--- src/rtl/dmr_pkg.sv ---
package dmr_pkg;

   localparam int RING_DEPTH  = 64;
   localparam int MAX_RESULTS = 64;
   localparam int IDX_W       = $clog2(RING_DEPTH);
   localparam int OCC_W       = IDX_W + 1;
   localparam int CNT_W       = 7;
   localparam int CMP_W       = (OCC_W > CNT_W) ? OCC_W : CNT_W;
   localparam int CSR_IDX_W   = 1;

   localparam logic [CSR_IDX_W-1:0] CSR_SYNCED_UPTIME  = 1'b0;
   localparam logic [CSR_IDX_W-1:0] CSR_REFERENCE_UNIX = 1'b1;

   typedef enum logic [1:0] {
      CMD_STORE   = 2'd0,
      CMD_READ    = 2'd1,
      CMD_RELEASE = 2'd2,
      CMD_NONE    = 2'd3
   } cmd_type;

   typedef enum logic [1:0] {
      KIND_STORE   = 2'd0,
      KIND_RECORD  = 2'd1,
      KIND_EMPTY   = 2'd2,
      KIND_RELEASE = 2'd3
   } kind_type;

   typedef enum logic [3:0] {
      ST_IDLE,
      ST_DISPATCH,
      ST_COMPACT,
      ST_COMPACT_END,
      ST_STORE,
      ST_RELEASE,
      ST_READ_ISSUE,
      ST_READ_EMIT,
      ST_REPLY
   } state_type;

   typedef struct packed {
      logic [31:0] uptime;
      logic [15:0] battery;
      logic [15:0] moisture;
      logic [15:0] temperature;
   } record_type;

   typedef struct packed {
      logic load_req;
      logic clear_index;
      logic compact_step;
      logic compact_finish;
      logic store_write;
      logic release_apply;
      logic read_issue;
      logic emit_record;
      logic emit_reply;
   } ctrl_cmd_type;

   typedef struct packed {
      cmd_type cmd;
      logic    ring_full;
      logic    read_none;
      logic    compact_last;
      logic    read_last;
      logic    out_free;
   } ctrl_status_type;

endpackage

--- src/rtl/dmr_ctrl.sv ---
module dmr_ctrl (
   input  logic                     clock,
   input  logic                     reset,
   input  logic                     req_valid,
   output logic                     req_stall,
   input  dmr_pkg::ctrl_status_type status,
   output dmr_pkg::ctrl_cmd_type    cmd
);

   dmr_pkg::state_type state_ff, state_in;

   always_ff @(posedge clock) begin
      if (reset) begin
         state_ff <= dmr_pkg::ST_IDLE;
      end else begin
         state_ff <= state_in;
      end
   end

   always_comb begin
      state_in = state_ff;
      unique case (state_ff)
         dmr_pkg::ST_IDLE: begin
            if (req_valid) state_in = dmr_pkg::ST_DISPATCH;
         end
         dmr_pkg::ST_DISPATCH: begin
            unique case (status.cmd)
               dmr_pkg::CMD_STORE:
                  state_in = status.ring_full ? dmr_pkg::ST_COMPACT : dmr_pkg::ST_STORE;
               dmr_pkg::CMD_READ:
                  state_in = status.read_none ? dmr_pkg::ST_REPLY : dmr_pkg::ST_READ_ISSUE;
               dmr_pkg::CMD_RELEASE:
                  state_in = dmr_pkg::ST_RELEASE;
               default:
                  state_in = dmr_pkg::ST_IDLE;
            endcase
         end
         dmr_pkg::ST_COMPACT: begin
            if (status.compact_last) state_in = dmr_pkg::ST_COMPACT_END;
         end
         dmr_pkg::ST_COMPACT_END: state_in = dmr_pkg::ST_STORE;
         dmr_pkg::ST_STORE:       state_in = dmr_pkg::ST_REPLY;
         dmr_pkg::ST_RELEASE:     state_in = dmr_pkg::ST_REPLY;
         dmr_pkg::ST_READ_ISSUE:  state_in = dmr_pkg::ST_READ_EMIT;
         dmr_pkg::ST_READ_EMIT: begin
            if (status.out_free) begin
               state_in = status.read_last ? dmr_pkg::ST_IDLE : dmr_pkg::ST_READ_ISSUE;
            end
         end
         dmr_pkg::ST_REPLY: begin
            if (status.out_free) state_in = dmr_pkg::ST_IDLE;
         end
         default: state_in = dmr_pkg::ST_IDLE;
      endcase
   end

   always_comb begin
      cmd       = '0;
      req_stall = 1'b1;
      unique case (state_ff)
         dmr_pkg::ST_IDLE: begin
            req_stall    = 1'b0;
            cmd.load_req = req_valid;
         end
         dmr_pkg::ST_DISPATCH:    cmd.clear_index    = 1'b1;
         dmr_pkg::ST_COMPACT:     cmd.compact_step   = 1'b1;
         dmr_pkg::ST_COMPACT_END: cmd.compact_finish = 1'b1;
         dmr_pkg::ST_STORE:       cmd.store_write    = 1'b1;
         dmr_pkg::ST_RELEASE:     cmd.release_apply  = 1'b1;
         dmr_pkg::ST_READ_ISSUE:  cmd.read_issue     = 1'b1;
         dmr_pkg::ST_READ_EMIT:   cmd.emit_record    = status.out_free;
         dmr_pkg::ST_REPLY:       cmd.emit_reply     = status.out_free;
         default: ;
      endcase
   end

endmodule

--- config.mk ---
export PLATFORM = sky130hd
export DESIGN_NAME = dmr_ctrl
export DESIGN_NICKNAME = d
export VERILOG_FILES = /design/src/rtl/dmr_pkg.sv /design/src/rtl/dmr_ctrl.sv
export SDC_FILE = /design/constraint.sdc
export NUM_CORES = 1
export LEC_CHECK = 0
export ABC_AREA = 1
export BUFFER_PORTS_ARGS = -buffer_cell sky130_fd_sc_hd__buf_2
export CORE_AREA = 2 2 39 41
export DETAILED_ROUTE_END_ITERATION = 10
export DIE_AREA = 0 0 41 43
export GPL_ROUTABILITY_DRIVEN = 0
export PLACE_DENSITY = 0.56
export SYNTH_ARGS = -nofsm -noshare
export SYNTH_HDL_FRONTEND = slang
export SYNTH_SLANG_ARGS = --single-unit
--- constraint.sdc ---
create_clock -name clock -period 2.6 [get_ports clock]
set_clock_uncertainty 0.2 [all_clocks]
set_input_delay 0.26 -clock clock [delete_from_list [all_inputs] [get_ports clock]]
set_output_delay 0.26 -clock clock [all_outputs]
set_load 0.02 [all_outputs]
# Word level (Yosys, flattened, before mapping)
# Cells that the tools add are included.
# W data, S select, Z words.
[word_totals]
reg_bits = 4
in_bits = 10
output_inout_bits = 10
wordCells = 38
[classes]
n_eq_ne = 14
mux = 19
n_reduce_logical = 4
[ops]
columns = ["op", "n"]
rows = [
  ["$pmux W4 S8", 1],
  ["$mux W4", 5],
  ["$eq A4 B3 Y1 const B", 4],
  ["$pmux W4 S3", 1],
  ["$mux W1", 10],
  ["$eq A4 B2 Y1 const B", 2],
  ["$ne A2 B2 Y1 const B", 4],
  ["$mux W3", 2],
  ["$eq A4 B1 Y1 const B", 1],
  ["$eq A4 B4 Y1 const B", 1],
  ["$logic_not A4 Y1", 1],
  ["$reduce_and A4 Y1", 1],
  ["$eq A2 B1 Y1 const B", 1],
  ["$eq A2 B2 Y1 const B", 1],
  ["$logic_not A2 Y1", 1],
  ["$reduce_or A2 Y1", 1],
]

# Logic depth before layout (Yosys ltp)
[logic_depth]
word_depth = 3
ltp_mapped = 8
depth_no_buf = 8

# Worst setup path before layout
# Ideal clock, no wire load.
[synth_path]
path_kind = "reg2reg"
start = "reg state_ff[3]"
end = "reg state_ff[3]"
arrival_ns = 1.263
slack_ns = 1.081
stages_incl_launch_ff = 8
n_path_buf = 0
synth_period_minus_slack_ns = 1.519
path_cell_list = "dfxtp_1 inv_1 nand2_1 nor3_1 nor2_1 nand2_1 o21bai_1 inv_1"
[synth_via]
elab_chain_len = 3
elab_cells_between_ends = 16
[synth_lines]
columns = ["item", "line_no", "rtl"]
rows = [
  ["start, declared", "dmr_ctrl.sv:10", "dmr_pkg::state_type state_ff, state_in;"],
  ["start signal, assigned", "dmr_ctrl.sv:14", "state_ff <= dmr_pkg::ST_IDLE;"],
  ["start signal, assigned", "dmr_ctrl.sv:16", "state_ff <= state_in;"],
  ["$eq A4 B3 Y1 (tied with other cells)", "dmr_ctrl.sv:22", "unique case (state_ff)"],
  ["$reduce_or A2 Y1 (no source line) / $ne A2 B2 Y1 (equally long branches)", "--", ""],
  ["$pmux W4 S8 / $reduce_and A4 Y1 (equally long branches)", "--", ""],
]
# Parallel ways exist; a longest one is shown, timed or not.
# A chain may end at the register's enable or synchronous reset.

==> results.json <==
{
  "status": "completed",
  "cp-start-kind": "flip-flop",
  "grt_max_degree": 9,
  "avgSynthCellArea_sq_um": 5.77,
  "switching_power_uw": 239,
  "syn2layout_area_growth_pct": 30.4,
  "hold_buffers": 0,
  "num_io_pins": 20,
  "drc": 0,
  "post_cts_resized": 0,
  "post_cts_buffers": 0,
  "period_share_pct": 65.3,
  "worst_pin_slew_ns": 0.306,
  "dieArea_sq_um": 1760,
  "cts_root_buffer": "clkbuf_4",
  "ys_warn_count": 0,
  "start_util_pct": 30.0,
  "power.density_nw_per_um2": 855,
  "cts_made_buffers": 3,
  "synthesis.instances": 72,
  "fillers": 161,
  "seqPwrFrac_pct": 23.0,
  "cap_violations": 0,
  "clockBufferDepth": 2,
  "regArea_sq_um": 80.1,
  "hpwl_um": 830,
  "fin_crit_ns": 1.70,
  "grt.overflow.total": 0,
  "vias": 488,
  "cp_data_arrival_time_ns": 1.24,
  "clk_latency_ns": 0.23,
  "combPwrFrac_pct": 61.0,
  "wl_per_cell_um": 8.75,
  "fin_util_pct": 39.2,
  "grt_use_total_pct": 12.4,
  "final_hold_viol_count": 0,
  "finalSetupViolCount": 0,
  "ys_ff_latch": 4,
  "rows": 14,
  "critPathMaxFanout": 8,
  "reg.largest.list": "state_ff: 4 flops",
  "grt_pass1_wl_um": 1550,
  "viasPerCell": 4.48,
  "critPathRequiredTime_ns": 2.14,
  "routed_wl_um": 954,
  "power_uw": 463,
  "top_register": "state_ff",
  "largest_reg_flops": 4,
  "hp-class": "input pin to flip-flop",
  "fp.coreArea_sq_um": 1380,
  "die_h_um": 43,
  "slew_viol_final": 0,
  "critPathKind": "flip-flop to output pin",
  "clk_pin_slew_ns": 0.03,
  "clock_power_share_pct": 16.0,
  "die_x_um": 41,
  "synth.yosys.seq_area_share_pct": 19.3,
  "grt_pass1_vias": 397,
  "drive_gt1_share_pct": 38.7,
  "tns_ns": 0,
  "swShare_pct": 51.7,
  "end_kind": "output pin",
  "cts_tree": "yes",
  "grt_antenna_before_repair": 0,
  "drtIter0Drc": 10,
  "cts_sinks": 4,
  "nets": 105,
  "rsz0062_at_grt": "no",
  "dr.pass1.iters": 4,
  "netlist_area_sq_um": 415,
  "final_antenna_net_count": 0,
  "port_buffers": 19,
  "syn_nets": 82,
  "antennaDiodeCount": 0,
  "htree_levels": 1,
  "multiInputGateArea_sq_um": 275,
  "power.leakage_uw": 0.000316,
  "irDropWorstVdd_mv": 0.258,
  "internal_power_uw": 224,
  "maxSlewHeadroom_pct": 79.6,
  "max_freq_mhz": 589,
  "ys_types": 18
}
[worst paths after layout]
| check | start | depth (start not counted) | slack, ns | to |
|---|---|---|---|---|
| min reg2reg | state_ff[1] | 2 | 0.38 | state_ff[1] |
| min | reset | 2 | 0.03 | state_ff[1] |
| max | state_ff[0] | 3 | 0.90 | cmd[7] |
| max reg2reg | state_ff[0] | 6 | 1.16 | state_ff[2] |
[synth_stat cells]
library cell  instances  area, sq um
a21oi_2               2         17.5
inv_1                11         41.3
a21oi_1               2         10.0
inv_2                 2         7.51
nand4_1               3         18.8
buf_6                 1         11.3
nand3b_1              1         7.51
nand2_1              15         56.3
dfxtp_1               4         80.1
nor2_1               11         41.3
nand3_1               7         35.0
o21bai_1              1         7.51
o21ai_0               1         5.00
nand3_2               1         10.0
nand2_2               5         31.3
nor2_2                3         18.8
nor2_4                1         11.3
nor3_1                1         5.00
[layout make-up]
| cell class | count | area share [%] |
|---|---|---|
| Inverter | 13 | 9.01 |
| Timing Repair Buffer | 19 | 17.6 |
| Clock buffer | 3 | 4.16 |
| Multi-Input combinational cell | 54 | 50.8 |
| Tap cell | 16 | 3.70 |
| Sequential cell | 4 | 14.8 |
[stage by stage]
step | std cells | cell area [sq um] | hold slack [ns] | setup slack (ns)
floorplan | 72 | 415 | 0.122 | 1.08
global placement | 106 | 519 | 0.264 | 1.15
detailed placement | 106 | 519 | 0.263 | 1.15
CTS | 109 | 542 | 0.0197 | 0.890
global route | 109 | 542 | 0.0294 | 0.826
finish | 109 | 542 | 0.0300 | 0.903
[power by group through the flow]
stage	Sequential (uW)	Combinational, uW	Clock [uW]
after floorplan	91.7	239	0
after global placement	108	283	0
after detailed placement	108	284	0
after CTS	107	285	78.0
after global routing	110	317	82.3
final	107	283	74.3
[cell usage in the layout, fill, tap and decap left out, types with 2 or more instances in the layout]
cell / n
a21oi_1: 2
a21oi_2: 2
buf_2: 19
clkbuf_4: 3
dfxtp_1: 4
inv_1: 11
inv_2: 2
nand2_1: 15
nand2_2: 5
nand3_1: 7
nand4_1: 3
nor2_1: 11
nor2_2: 3
[metal layers]
metal,track usage [%],wire length [um],vias to the layer above
li1,-,-,267
met1,17.0,454,200
met2,19.4,420,19
met3,0,60,2
met4,6.00,19,0
met5,0,0,-
[cells by family (layout without fill, tap and decap cells)]
logic type | count (synthesis) | after routing | synth area share, %
AOI/OAI and AO/OA | 6 | 6 | 9.64
and+or+nand+nor | 48 | 48 | 56.6
buffers and inverters | 14 | 35 | 14.5
DFF | 4 | 4 | 19.3
[critical path, cell delays in order, from the launching register on]
cell and delay, ns:
dfxtp_1 0.49, nand2_1 0.17, nor2_4 0.17, buf_2 0.18
No activity file was read; power rests on OpenSTA's default activity.
